File: src/rtl/pcp_pkg.sv
// Shared types and constants for the polyline closest point block.
package pcp_pkg;

  localparam int CoordBits  = 24;
  localparam int DiffBits   = CoordBits + 1;
  localparam int ProdBits   = 2 * DiffBits;
  localparam int DotBits    = ProdBits + 1;
  localparam int DistBits   = 50;
  localparam int SegBits    = 16;
  localparam int DivSteps   = CoordBits + 2;
  localparam int DivCntBits = $clog2(DivSteps);
  localparam int RemBits    = DistBits + 2;
  localparam int CfgIdxBits = 1;
  localparam int QueueDepth = 2;

  typedef logic signed [CoordBits-1:0] coord_t;
  typedef logic signed [DiffBits-1:0]  diff_t;

  typedef enum logic [CfgIdxBits-1:0] {
    RegTargetX = 1'b0,
    RegTargetY = 1'b1
  } cfg_reg_e;

  typedef struct packed {
    logic   first;
    logic   last;
    coord_t px;
    coord_t py;
    coord_t cx;
    coord_t cy;
  } pcp_entry_t;

endpackage

File: src/rtl/pcp_front.sv
// Vertex intake: pairs each vertex with its predecessor and queues the word.
module pcp_front import pcp_pkg::*; #(
  parameter int Depth = QueueDepth
) (
  input  logic       clk_i,
  input  logic       rst_ni,
  input  logic       vertex_valid_i,
  output logic       vertex_ready_o,
  input  coord_t     vertex_x_i,
  input  coord_t     vertex_y_i,
  input  logic       last_vertex_i,
  output logic       entry_valid_o,
  input  logic       entry_ready_i,
  output pcp_entry_t entry_o
);

  localparam int PtrBits = (Depth > 1) ? $clog2(Depth) : 1;
  localparam int CntBits = $clog2(Depth + 1);

  pcp_entry_t         mem_q [Depth];
  logic [PtrBits-1:0] wr_ptr_q, rd_ptr_q;
  logic [CntBits-1:0] count_q;
  logic               have_prev_q;
  coord_t             prev_x_q, prev_y_q;
  logic               push, pop;
  pcp_entry_t         push_word;

  assign vertex_ready_o = (count_q != CntBits'(Depth));
  assign entry_valid_o  = (count_q != '0);
  assign entry_o        = mem_q[rd_ptr_q];
  assign push           = vertex_valid_i && vertex_ready_o;
  assign pop            = entry_valid_o && entry_ready_i;

  always_comb begin
    push_word.first = !have_prev_q;
    push_word.last  = last_vertex_i;
    push_word.px    = prev_x_q;
    push_word.py    = prev_y_q;
    push_word.cx    = vertex_x_i;
    push_word.cy    = vertex_y_i;
  end

  always_ff @(posedge clk_i) begin
    if (push) begin
      mem_q[wr_ptr_q] <= push_word;
    end
  end

  always_ff @(posedge clk_i or negedge rst_ni) begin
    if (!rst_ni) begin
      wr_ptr_q    <= '0;
      rd_ptr_q    <= '0;
      count_q     <= '0;
      have_prev_q <= 1'b0;
      prev_x_q    <= '0;
      prev_y_q    <= '0;
    end else begin
      if (push) begin
        wr_ptr_q    <= (wr_ptr_q == PtrBits'(Depth - 1)) ? '0 : wr_ptr_q + 1'b1;
        prev_x_q    <= vertex_x_i;
        prev_y_q    <= vertex_y_i;
        have_prev_q <= !last_vertex_i;
      end
      if (pop) begin
        rd_ptr_q <= (rd_ptr_q == PtrBits'(Depth - 1)) ? '0 : rd_ptr_q + 1'b1;
      end
      if (push && !pop) begin
        count_q <= count_q + 1'b1;
      end else if (pop && !push) begin
        count_q <= count_q - 1'b1;
      end
    end
  end

endmodule

File: src/rtl/pcp_back.sv
// Segment engine: projection, iterative division, distance and running minimum.
module pcp_back import pcp_pkg::*; (
  input  logic                clk_i,
  input  logic                rst_ni,
  input  coord_t              target_x_i,
  input  coord_t              target_y_i,
  input  logic                entry_valid_i,
  output logic                entry_ready_o,
  input  pcp_entry_t          entry_i,
  output logic                result_valid_o,
  input  logic                result_ready_i,
  output coord_t              closest_x_o,
  output coord_t              closest_y_o,
  output logic [SegBits-1:0]  segment_index_o,
  output logic [DistBits-1:0] min_dist_sq_o
);

  typedef enum logic [3:0] {
    S_IDLE, S_M0, S_M1, S_M2, S_M3, S_M4, S_CLS, S_DIV, S_RND,
    S_D0, S_D1, S_D2, S_CMP, S_TAIL, S_EMIT
  } state_e;

  typedef struct packed {
    logic [RemBits-1:0] r;
    logic [1:0]         k;
  } div_step_t;

  function automatic div_step_t div_step(input logic [RemBits-1:0] r, input logic b,
                                         input logic [DistBits-1:0] num,
                                         input logic [DistBits-1:0] den);
    logic [RemBits-1:0] r2, d1, d2;
    div_step_t          res;
    r2 = {r[RemBits-2:0], 1'b0} + (b ? {2'b00, num} : '0);
    d1 = {2'b00, den};
    d2 = {1'b0, den, 1'b0};
    if (r2 >= d2) begin
      res.r = r2 - d2;
      res.k = 2'd2;
    end else if (r2 >= d1) begin
      res.r = r2 - d1;
      res.k = 2'd1;
    end else begin
      res.r = r2;
      res.k = 2'd0;
    end
    return res;
  endfunction

  state_e                  state_q;
  coord_t                  px_q, py_q, cx_q, cy_q, candx_q, candy_q;
  diff_t                   vx_q, vy_q, wx_q, wy_q;
  logic                    last_q, end_q, beyond_q;
  logic signed [ProdBits-1:0] prod_q, acc_q;
  logic signed [DotBits-1:0]  dot_q;
  logic [DistBits-1:0]     den_q, dist_q, best_dist_q;
  logic [RemBits-1:0]      rx_q, ry_q;
  logic [DiffBits-1:0]     qx_q, qy_q;
  logic [DivSteps-1:0]     ax_q, ay_q;
  logic [DivCntBits-1:0]   bit_q;
  logic [SegBits-1:0]      idx_q, seg_count_q, best_idx_q;
  coord_t                  best_x_q, best_y_q;
  logic                    out_valid_q;
  coord_t                  out_x_q, out_y_q;
  logic [SegBits-1:0]      out_idx_q;
  logic [DistBits-1:0]     out_dist_q;

  diff_t                   mul_a, mul_b, dx, dy;
  diff_t                   vx_d, vy_d, wx_d, wy_d;
  logic signed [ProdBits-1:0] prod_d;
  logic signed [DotBits-1:0]  sum_d;
  div_step_t               stx, sty;
  logic [DiffBits-1:0]     qxr, qyr;
  logic signed [DiffBits:0] candx_d, candy_d;

  assign entry_ready_o   = (state_q == S_IDLE);
  assign result_valid_o  = out_valid_q;
  assign closest_x_o     = out_x_q;
  assign closest_y_o     = out_y_q;
  assign segment_index_o = out_idx_q;
  assign min_dist_sq_o   = out_dist_q;

  assign vx_d = {entry_i.cx[CoordBits-1], entry_i.cx} - {entry_i.px[CoordBits-1], entry_i.px};
  assign vy_d = {entry_i.cy[CoordBits-1], entry_i.cy} - {entry_i.py[CoordBits-1], entry_i.py};
  assign wx_d = {target_x_i[CoordBits-1], target_x_i} - {entry_i.px[CoordBits-1], entry_i.px};
  assign wy_d = {target_y_i[CoordBits-1], target_y_i} - {entry_i.py[CoordBits-1], entry_i.py};
  assign dx   = {target_x_i[CoordBits-1], target_x_i} - {candx_q[CoordBits-1], candx_q};
  assign dy   = {target_y_i[CoordBits-1], target_y_i} - {candy_q[CoordBits-1], candy_q};

  always_comb begin
    unique case (state_q)
      S_M0: begin
        mul_a = vx_q;
        mul_b = wx_q;
      end
      S_M1: begin
        mul_a = vy_q;
        mul_b = wy_q;
      end
      S_M2: begin
        mul_a = vx_q;
        mul_b = vx_q;
      end
      S_M3: begin
        mul_a = vy_q;
        mul_b = vy_q;
      end
      S_D0: begin
        mul_a = dx;
        mul_b = dx;
      end
      S_D1: begin
        mul_a = dy;
        mul_b = dy;
      end
      default: begin
        mul_a = '0;
        mul_b = '0;
      end
    endcase
  end

  assign prod_d = mul_a * mul_b;
  assign sum_d  = {acc_q[ProdBits-1], acc_q} + {prod_q[ProdBits-1], prod_q};

  assign stx = div_step(rx_q, ax_q[bit_q], dot_q[DistBits-1:0], den_q);
  assign sty = div_step(ry_q, ay_q[bit_q], dot_q[DistBits-1:0], den_q);

  assign qxr = qx_q + DiffBits'({rx_q[RemBits-2:0], 1'b0} >= {2'b00, den_q});
  assign qyr = qy_q + DiffBits'({ry_q[RemBits-2:0], 1'b0} >= {2'b00, den_q});
  assign candx_d = {{2{px_q[CoordBits-1]}}, px_q}
                 + (vx_q[DiffBits-1] ? -$signed({1'b0, qxr}) : $signed({1'b0, qxr}));
  assign candy_d = {{2{py_q[CoordBits-1]}}, py_q}
                 + (vy_q[DiffBits-1] ? -$signed({1'b0, qyr}) : $signed({1'b0, qyr}));

  always_ff @(posedge clk_i or negedge rst_ni) begin
    if (!rst_ni) begin
      state_q     <= S_IDLE;
      seg_count_q <= '0;
      best_dist_q <= '1;
      best_x_q    <= '0;
      best_y_q    <= '0;
      best_idx_q  <= '0;
      beyond_q    <= 1'b1;
      out_valid_q <= 1'b0;
    end else begin
      prod_q <= prod_d;
      if (out_valid_q && result_ready_i && state_q != S_EMIT) begin
        out_valid_q <= 1'b0;
      end
      unique case (state_q)
        S_IDLE: begin
          if (entry_valid_i) begin
            px_q   <= entry_i.px;
            py_q   <= entry_i.py;
            cx_q   <= entry_i.cx;
            cy_q   <= entry_i.cy;
            last_q <= entry_i.last;
            vx_q   <= vx_d;
            vy_q   <= vy_d;
            wx_q   <= wx_d;
            wy_q   <= wy_d;
            if (entry_i.first) begin
              candx_q <= entry_i.cx;
              candy_q <= entry_i.cy;
              idx_q   <= '0;
              end_q   <= 1'b1;
              if (entry_i.last) begin
                state_q <= S_D0;
              end
            end else begin
              idx_q <= seg_count_q;
              end_q <= 1'b0;
              if (seg_count_q != '1) begin
                seg_count_q <= seg_count_q + 1'b1;
              end
              state_q <= (vx_d == '0 && vy_d == '0) ? S_TAIL : S_M0;
            end
          end
        end
        S_M0: state_q <= S_M1;
        S_M1: begin
          acc_q   <= prod_q;
          state_q <= S_M2;
        end
        S_M2: begin
          dot_q   <= sum_d;
          state_q <= S_M3;
        end
        S_M3: begin
          acc_q   <= prod_q;
          state_q <= S_M4;
        end
        S_M4: begin
          den_q   <= sum_d[DistBits-1:0];
          state_q <= S_CLS;
        end
        S_CLS: begin
          if (dot_q[DotBits-1] || dot_q == '0) begin
            beyond_q <= 1'b0;
            candx_q  <= px_q;
            candy_q  <= py_q;
            state_q  <= S_D0;
          end else if (dot_q[DistBits-1:0] >= den_q) begin
            beyond_q <= 1'b1;
            state_q  <= S_TAIL;
          end else begin
            beyond_q <= 1'b0;
            ax_q     <= vx_q[DiffBits-1] ? DivSteps'(-vx_q) : DivSteps'(vx_q);
            ay_q     <= vy_q[DiffBits-1] ? DivSteps'(-vy_q) : DivSteps'(vy_q);
            rx_q     <= '0;
            ry_q     <= '0;
            qx_q     <= '0;
            qy_q     <= '0;
            bit_q    <= DivCntBits'(DivSteps - 1);
            state_q  <= S_DIV;
          end
        end
        S_DIV: begin
          rx_q <= stx.r;
          ry_q <= sty.r;
          qx_q <= {qx_q[DiffBits-2:0], 1'b0} + DiffBits'(stx.k);
          qy_q <= {qy_q[DiffBits-2:0], 1'b0} + DiffBits'(sty.k);
          if (bit_q == '0) begin
            state_q <= S_RND;
          end else begin
            bit_q <= bit_q - 1'b1;
          end
        end
        S_RND: begin
          candx_q <= candx_d[CoordBits-1:0];
          candy_q <= candy_d[CoordBits-1:0];
          state_q <= S_D0;
        end
        S_D0: state_q <= S_D1;
        S_D1: begin
          acc_q   <= prod_q;
          state_q <= S_D2;
        end
        S_D2: begin
          dist_q  <= sum_d[DistBits-1:0];
          state_q <= S_CMP;
        end
        S_CMP: begin
          if (dist_q < best_dist_q) begin
            best_dist_q <= dist_q;
            best_x_q    <= candx_q;
            best_y_q    <= candy_q;
            best_idx_q  <= idx_q;
          end
          state_q <= S_TAIL;
        end
        S_TAIL: begin
          if (!last_q) begin
            state_q <= S_IDLE;
          end else if (beyond_q && !end_q) begin
            candx_q <= cx_q;
            candy_q <= cy_q;
            end_q   <= 1'b1;
            state_q <= S_D0;
          end else begin
            state_q <= S_EMIT;
          end
        end
        S_EMIT: begin
          if (!out_valid_q || result_ready_i) begin
            out_valid_q <= 1'b1;
            out_x_q     <= best_x_q;
            out_y_q     <= best_y_q;
            out_idx_q   <= best_idx_q;
            out_dist_q  <= best_dist_q;
            seg_count_q <= '0;
            best_dist_q <= '1;
            best_x_q    <= '0;
            best_y_q    <= '0;
            best_idx_q  <= '0;
            beyond_q    <= 1'b1;
            state_q     <= S_IDLE;
          end
        end
        default: state_q <= S_IDLE;
      endcase
    end
  end

endmodule

File: src/rtl/polyline_closest_point.sv
// Closest point on a polyline to a configured target point.
//
// Vertices enter on the vertex channel (valid/ready), one word per vertex;
// last_vertex_i closes the polyline. One result word per polyline leaves on
// the result channel (valid/ready) with the closest point, its segment index
// and the squared distance. The target point is written through the cfg port
// (index 0 = x, index 1 = y); the user is to write it only while the block is
// idle, which the block does not enforce. A zero-length segment goes straight
// to the tail check; other segments run the products and a classify step,
// then, unless the target lies beyond the end, the 26-step divider pair and a
// rounding step where a projection is needed, and the distance steps. The
// last vertex adds an emit step, and the end point test if needed. A two word
// queue ahead of the engine keeps accepting vertices while it works.
// Reset clears the queue, the polyline state and the target point; the
// block is ready in the first cycle after reset.
// A stalled result holds in the output register; the engine keeps working
// on the next polyline and waits only when its next result is due.
module polyline_closest_point import pcp_pkg::*; #(
  parameter int QUEUE_DEPTH = QueueDepth
) (
  input  logic                  clk_i,
  input  logic                  rst_ni,
  input  logic                  cfg_we_i,
  input  logic [CfgIdxBits-1:0] cfg_index_i,
  input  coord_t                cfg_data_i,
  input  logic                  vertex_valid_i,
  output logic                  vertex_ready_o,
  input  coord_t                vertex_x_i,
  input  coord_t                vertex_y_i,
  input  logic                  last_vertex_i,
  output logic                  result_valid_o,
  input  logic                  result_ready_i,
  output coord_t                closest_x_o,
  output coord_t                closest_y_o,
  output logic [SegBits-1:0]    segment_index_o,
  output logic [DistBits-1:0]   min_dist_sq_o
);

  coord_t     target_x_q, target_y_q;
  logic       entry_valid, entry_ready;
  pcp_entry_t entry;

  always_ff @(posedge clk_i or negedge rst_ni) begin
    if (!rst_ni) begin
      target_x_q <= '0;
      target_y_q <= '0;
    end else if (cfg_we_i) begin
      unique case (cfg_reg_e'(cfg_index_i))
        RegTargetX: target_x_q <= cfg_data_i;
        RegTargetY: target_y_q <= cfg_data_i;
        default: ;
      endcase
    end
  end

  pcp_front #(
    .Depth(QUEUE_DEPTH)
  ) u_front (
    .clk_i         (clk_i),
    .rst_ni        (rst_ni),
    .vertex_valid_i(vertex_valid_i),
    .vertex_ready_o(vertex_ready_o),
    .vertex_x_i    (vertex_x_i),
    .vertex_y_i    (vertex_y_i),
    .last_vertex_i (last_vertex_i),
    .entry_valid_o (entry_valid),
    .entry_ready_i (entry_ready),
    .entry_o       (entry)
  );

  pcp_back u_back (
    .clk_i          (clk_i),
    .rst_ni         (rst_ni),
    .target_x_i     (target_x_q),
    .target_y_i     (target_y_q),
    .entry_valid_i  (entry_valid),
    .entry_ready_o  (entry_ready),
    .entry_i        (entry),
    .result_valid_o (result_valid_o),
    .result_ready_i (result_ready_i),
    .closest_x_o    (closest_x_o),
    .closest_y_o    (closest_y_o),
    .segment_index_o(segment_index_o),
    .min_dist_sq_o  (min_dist_sq_o)
  );

endmodule

File: config.mk
export PLATFORM = sky130hd
export DESIGN_NAME = polyline_closest_point
export DESIGN_NICKNAME = d
export VERILOG_FILES = /design/src/rtl/pcp_pkg.sv /design/src/rtl/pcp_front.sv /design/src/rtl/pcp_back.sv /design/src/rtl/polyline_closest_point.sv
export SDC_FILE = /design/constraint.sdc
export NUM_CORES = 2
export LEC_CHECK = 0
export ABC_AREA = 1
export BUFFER_PORTS_ARGS = -buffer_cell sky130_fd_sc_hd__buf_2
export CELL_PAD_IN_SITES_DETAIL_PLACEMENT = 1
export CELL_PAD_IN_SITES_GLOBAL_PLACEMENT = 1
export CORE_ASPECT_RATIO = 0.8
export CORE_MARGIN = 2
export CORE_UTILIZATION = 40
export CTS_BUF_LIST = sky130_fd_sc_hd__clkbuf_8
export CTS_CLUSTER_DIAMETER = 100
export DETAILED_ROUTE_END_ITERATION = 8
export PLACE_DENSITY_LB_ADDON = 0.1
export SYNTH_ARGS = -nofsm -noshare
export SYNTH_HDL_FRONTEND = slang
export SYNTH_SLANG_ARGS = --single-unit
File: constraint.sdc
create_clock -name clk_i -period 32.6 [get_ports clk_i]
set_input_delay 0 -clock clk_i [delete_from_list [all_inputs] [get_ports clk_i]]
set_output_delay 0 -clock clk_i [all_outputs]
set_load 0.02 [all_outputs]
Word-level counts from Yosys, hierarchy flattened
Memory sizes are Yosys's and may differ from the RTL's.
Cells that the tools add are included.
{"block": "op_classes", "addsub": 29, "n_mul": 1, "div_mod_pow": 0, "n_lt_le_gt_ge": 9, "n_eq_ne": 31, "shift": 0, "n_mux": 84, "n_bitwise": 3, "n_reduce_logical": 49}
{"operator": "$mux W24", "n": 19}
{"operator": "$mux W53", "n": 4}
{"operator": "$ge A52 B50 Y1", "n": 4}
{"operator": "$pmux W51 S2", "n": 2}
{"operator": "$mux W50", "n": 4}
{"operator": "$pmux W24 S2", "n": 4}
{"operator": "$pmux W24 S4", "n": 2}
{"operator": "$pmux W25 S6", "n": 1}
{"operator": "$sub A24 B24 Y25", "n": 6}
{"operator": "$add A52 B50 Y52", "n": 2}
{"operator": "$ge A52 B51 Y1", "n": 2}
{"operator": "$mux W51", "n": 2}
{"operator": "$sub A51 B50 Y51", "n": 2}
{"operator": "$sub A51 B51 Y51", "n": 2}
{"operator": "$pmux W25 S4", "n": 1}
{"operator": "$pmux W50 S2", "n": 1}
{"operator": "$mux W16", "n": 5}
{"operator": "$pmux W16 S2", "n": 2}
{"operator": "$pmux W4 S15", "n": 1}
{"operator": "$neg A25 Y26", "n": 2}
{"operator": "$add A50 B50 Y51", "n": 1}
{"operator": "$logic_not A51 Y1", "n": 1}
{"operator": "$ge A50 B50 Y1", "n": 1}
{"operator": "$logic_not A25 Y1", "n": 2}
{"operator": "other kinds (44)", "n": 133}
{"block": "word_totals", "register_bits": 1071, "latch_bits": 0, "ram_bits": 196, "romBits": 0, "inputBits": 79, "output_inout_bits": 116, "memories": 1}
{"name": "u_front.mem_q", "words": 2, "width": 98, "rd": 1, "rd_ports_with_merged_regs": 0, "wr": 1, "line_no": "pcp_front.sv:20", "source": "pcp_entry_t mem_q [Depth];"}

Depth between registers and ports, before layout
{"block": "depth", "ltp_word": 9, "depth_mapped": 50, "mapped_depth_nobuf": 46}

By module
From an unflattened synthesis, not the netlist that was laid out.
{"block": "unflattened", "hier_cells": 14577, "area_unflattened_um2": 114557.4}
{"mod": "pcp_back", "n_inst": 1, "cells_each": 13622, "area_per_inst_um2": 103519.3, "seq_area_each_um2": 28511.1}
{"mod": "pcp_front", "n_inst": 1, "cells_each": 746, "area_per_inst_um2": 9151.3, "seq_area_each_um2": 7211.9}
{"mod": "polyline_closest_point", "n_inst": 1, "cells_each": 209, "area_per_inst_um2": 1886.8, "seq_area_each_um2": 1201.2}

Worst setup path after synthesis
OpenSTA, ideal clock, no wires.
{"block": "synth_path", "path_type": "register to register", "startpoint": "register u_back.state_q[1]", "endpoint": "register u_back.cx_q[0], enable pin", "arrival_ns": 9.982, "required_time_ns": 31.809, "slack_ns": 21.827, "stages_incl_launch_ff": 7, "n_path_buf": 2, "synth_period_minus_slack_ns": 10.773, "path_cell_list": "dfrtp_1 buf_6 or2_0 buf_6 nor2_8 o21ai_0 nor2_1"}
{"block": "synth_via", "elab_chain_len": 2}
{"element": "from (decl)", "line_no": "pcp_back.sv:49", "source": "state_e state_q;"}
{"element": "from (signal assigned)", "line_no": "pcp_back.sv:176", "source": "state_q <= (vx_d == '0 && vy_d == '0) ? S_TAIL : S_M0;"}
{"element": "$logic_not A4 Y1", "line_no": "pcp_back.sv:150", "source": "unique case (state_q)"}
{"element": "$reduce_and A3 Y1 (no line)"}
{"element": "to (signal assigned)", "line_no": "pcp_back.sv:155", "source": "cx_q <= entry_i.cx;"}
{"element": "to (decl)", "line_no": "pcp_back.sv:50", "source": "coord_t px_q, py_q, cx_q, cy_q, candx_q, candy_q;"}
Every way passes these cells.
A chain may end at the register's enable or synchronous reset.

Final worst setup path
{"block": "layout_path", "startpoint": "register target_x_q[0]", "endpoint": "register u_back.prod_q[45] (data pin)"}
{"block": "layout_via", "elab_chain_len": 3}
{"element": "from (decl)", "line_no": "polyline_closest_point.sv:39", "source": "coord_t target_x_q, target_y_q;"}
{"element": "from (signal assigned)", "line_no": "polyline_closest_point.sv:49", "source": "RegTargetX: target_x_q <= cfg_data_i;"}
{"element": "$sub A24 B24 Y25 (*)", "line_no": "pcp_back.sv:86", "source": "assign dx = {target_x_i[CoordBits-1], target_x_i} - {candx_q[CoordBits-1], candx_q};"}
{"element": "$pmux W25 S6 / $pmux W25 S4 (equally long branches)", "line_no": "pcp_back.sv:90", "source": "unique case (state_q)"}
{"element": "$mul A25 B25 Y50 (*)", "line_no": "pcp_back.sv:122", "source": "assign prod_d = mul_a * mul_b;"}
{"element": "named net u_back.prod_d[45]", "line_no": "pcp_back.sv:69", "source": "logic signed [ProdBits-1:0] prod_d;"}
{"element": "to (signal assigned)", "line_no": "pcp_back.sv:146", "source": "prod_q <= prod_d;"}
{"element": "to (decl)", "line_no": "pcp_back.sv:53", "source": "logic signed [ProdBits-1:0] prod_q, acc_q;"}
The timed path passes the listed nets; every way through them passes the cells marked *.

==> PnR_summary.wiki <==
{| class="wikitable"
! Metric !! Value
|-
| Run status || finished, final reports clean
|-
| Skew final || 0.205 ns
|-
| Ports placed on the boundary || 195
|-
| Critical Path Fanout Max || 23
|-
| Slew Limit Headroom || 6.65%
|-
| Tcrit/Tclk final || 33.0%
|-
| Antenna violations before repair || 47
|-
| Post-CTS clock slew at the launch and capture registers of the worst setup and hold paths || 0.07 ns
|-
| Pre-antenna DRT Iters || 5
|-
| Syn Area/Cell || 7.92 sq um
|-
| Average wire per standard cell || 26.7 um
|-
| Worst EP arrival || 11.52 ns
|-
| Number of buffer cells added on primary ports || 194
|-
| Worst hold slack after final layout || 0.111 ns
|-
| Cell with the largest stage delay on the worst path || sky130_fd_sc_hd__nand3_1
|-
| Arithmetic-cell share of the synthesized area counting full adders, half adders and majority gates || 21.5%
|-
| Most repeated cell in the gate-level netlist after synthesis || sky130_fd_sc_hd__nand2_1
|-
| Clock period minus worst slack || 10.76 ns
|-
| Reg2reg start || target_x_q[0]
|-
| Clock Path Buffers || 4
|-
| Most frequent cell on the critical path || sky130_fd_sc_hd__nand2_1
|-
| Ratio of cells with drive above 1 in the final layout || 6.54%
|-
| TritonCTS clock tree || done
|-
| Critical Path Start Type || register
|-
| Post-route DRC || 0
|-
| Effective utilization at floorplan || 40.3%
|-
| Final Instance Area || 127,000 sq um
|-
| Number of instances on the worst hold path || 6
|-
| Netlist cell types || 77
|-
| Cell count of the worst reg-to-reg path || 38
|-
| Share of the synthesized area in compound gates (AO/OA/AOI/OAI) || 11.0%
|-
| Core Rows || 175
|-
| Post-synthesis async set-or-reset flop share || 18.7%
|-
| Worst Path Required || 33.36 ns
|-
| GRT Total Usage || 34.5%
|-
| Clock root cell || sky130_fd_sc_hd__clkbuf_8
|-
| Total of max-cap violations || 0
|-
| Clock Latency Late Sink || 1.09 ns
|-
| Antenna-violating nets left || 0
|-
| Fillers || 34.6k
|-
| Sequential-to-total area share from yosys stat || 32.2%
|-
| Yosys top cell by area || sky130_fd_sc_hd__edfxtp_1
|-
| Number of sinks handled by clock tree synthesis || 1,267
|-
| GPL Wtd Cong || 1.01
|-
| Total via count in the routed design || 105k
|-
| Share of the synthesized area in the top cell type || 27.0%
|-
| Worst min-delay path class || in -> reg
|-
| DR vias/cell || 5.52
|-
| Hold bufs inserted after CTS || 159
|-
| Hold endpoint || target_x_q[9]
|-
| Die footprint || 291,000 sq um
|-
| HPWL after DPL || 415,000 um
|-
| Slowest stage delay, CP || 1.03 ns
|-
| Post-CTS setup repair buffer count || 0
|-
| Final count of negative-setup-slack endpoints || 0
|-
| Top flip-flop cell by instance count after synthesis || sky130_fd_sc_hd__edfxtp_1
|-
| Worst-margin pin slew || 1.40 ns
|-
| Largest family of logic cells by synthesized area || simple AND/OR/NAND/NOR gates
|-
| Highest clock rate || 92.9 MHz
|-
| Number of H-tree levels || 4
|-
| Total Routed Length || 507,000 um
|-
| Startpoint of the most critical hold path || cfg_we_i
|-
| Fraction of synthesized cell area in xor and xnor cells || 4.37%
|-
| RSZ-0062 raised after global routing || false
|-
| Count of nets after finishing || 16.6k
|-
| Final setup TNS || 0 ns
|-
| Area of the mapped netlist || 115,000 sq um
|-
| Reg-to-reg endpoint || u_back.prod_q[45]
|-
| Kind of end point of the critical path || register
|-
| Worst R2R Setup Slack || 21.84 ns
|-
| Number of hold-slack violations in the final timing report || 0
|-
| Most area-consuming cells after synthesis || sky130_fd_sc_hd__edfxtp_1 (27%), sky130_fd_sc_hd__nand2_1 (12%), sky130_fd_sc_hd__fa_1 (12%)
|-
| Vias in the first global route || 108k
|-
| Portion of netlist area occupied by mux cells || 0.00874%
|-
| Width of the chip || 602 um
|-
| Number of enable-type register cells in the synthesized netlist || 1,030
|-
| Number of buffers created by CTS || 228
|-
| Number of instances in the synthesized netlist || 14.5k
|-
| Area delta synth->final || 10.8%
|-
| Warning count from the yosys run || 0
|-
| Number of slew-limit violations in the final report || 0
|-
| Die span in y || 483 um
|-
| List of most frequent post-synthesis cells || sky130_fd_sc_hd__nand2_1 (3,646), sky130_fd_sc_hd__inv_1 (2,389), sky130_fd_sc_hd__nor2_1 (1,371)
|-
| DP Area || 121,000 sq um
|-
| DRT iter0 DRCs || 9,465
|-
| Simple-gate share of the synthesized area || 21.7%
|-
| Total congestion overflow after global routing || 0
|-
| CTS resizes || 0
|-
| Floorplan Core Area || 284,000 sq um
|-
| Wire length of the first global-routing pass || 736,000 um
|-
| #FFs+latches synth || 1,267
|-
| Setup Crit Path Kind || reg -> reg
|-
| Pin count of the biggest net entering global routing || 122
|}
[sequential cells by signal, indices dropped and copies added (netlist names), 50 cells and up]
signal                count
u_back.min_dist_sq_o     50
u_back.dot_q             51
u_back.dist_q            50
u_back.best_dist_q       50
u_back.acc_q             50
u_back.rx_q              51
u_front.mem_q           196
u_back.prod_q            50
u_back.den_q             50
u_back.ry_q              51
[metrics by stage]
| stage | util [%] | setup WS (ns) | cells |
|---|---|---|---|
| 6_report | 44.6 | 21.84 | 19000 |
| 5_1_grt | 44.6 | 21.35 | 19000 |
| 4_1_cts | 44.6 | 21.91 | 19000 |
| 3_5_place_dp | 42.4 | 22.00 | 18400 |
| 3_3_place_gp | 42.4 | 22.17 | 18400 |
| 2_1_floorplan | - | 21.83 | 14500 |
[critical path, delay by kind of cell (launching register included)]
family	cells	cell delay, ns
compound gates	3	0.61
xor+xnor	1	0.10
fa+ha+maj	10	4.65
buf+inv	8	0.59
flops	1	0.35
simple gates	16	4.14
[routing by layer]
metal / vias to the layer above / global-route usage (%) / wire [um]
met5: - / 0 / 145
met4: 20 / 13.8 / 22400
met3: 793 / 6.18 / 36500
met2: 3435 / 54.1 / 223000
met1: 52700 / 47.3 / 225000
li1: 47900 / - / -
[how the worst max path moves through the flow]
stage,depth (start not counted),to,slack (ns),from
2_1_floorplan,6,u_back.cx_q[0],21.83,u_back.state_q[1]
3_3_place_gp,38,u_back.prod_q[45],22.17,target_x_q[0]
3_5_place_dp,37,u_back.prod_q[45],22.00,u_back.candx_q[0]
4_1_cts,38,u_back.prod_q[45],21.91,target_x_q[0]
5_1_grt,38,u_back.prod_q[45],21.35,target_x_q[0]
6_report,38,u_back.prod_q[45],21.84,target_x_q[0]
[cell type report]
| cell class | instances | area (sq um) | share of cell area, % |
|---|---|---|---|
| clock inverter | 170 | 965 | 0.761 |
| tap | 3805 | 4760 | 3.75 |
| antenna | 34 | 85.1 | 0.0671 |
| clock buffer | 251 | 3450 | 2.72 |
| sequential | 1267 | 36900 | 29.1 |
| multi-input combinational | 10500 | 67300 | 53.1 |
| timing repair buffer | 578 | 4270 | 3.37 |
| inverter | 2413 | 9060 | 7.14 |
[cells by family after synthesis]
family,after synthesis
AND/OR/NAND/NOR,6068
AO/OA/AOI/OAI,2261
multiplexers,1
adder cells (fa/ha/maj),1564
XOR/XNOR,572
other,1
buffers and inverters,2718
flip-flops,1267
[placed cells by master, fill, tap and decap left out, drive strengths merged, types with 21 or more instances in the layout]
master and count:
nor3 133, o21ai 817, o221ai 21, a211oi 22, edfxtp 1030, o21a 30
a21boi 45, o21bai 76, xnor2 178, nand2 3661, ha 891, a31oi 100
inv 2496, fa 673, dlygate4sd3 159, or2 82, clkinv 70, nor2 1410
a21oi 938, nand4 170, clkbuf 251, dfrtp 186, dfstp 51, o211ai 29
xor2 394, nor4 56, nand3 512, buf 419, diode 34, a21o 76
Power is left out: the tool's default activity adds up to more than one toggle a clock period on the data nets, which glitch-free logic cannot reach.
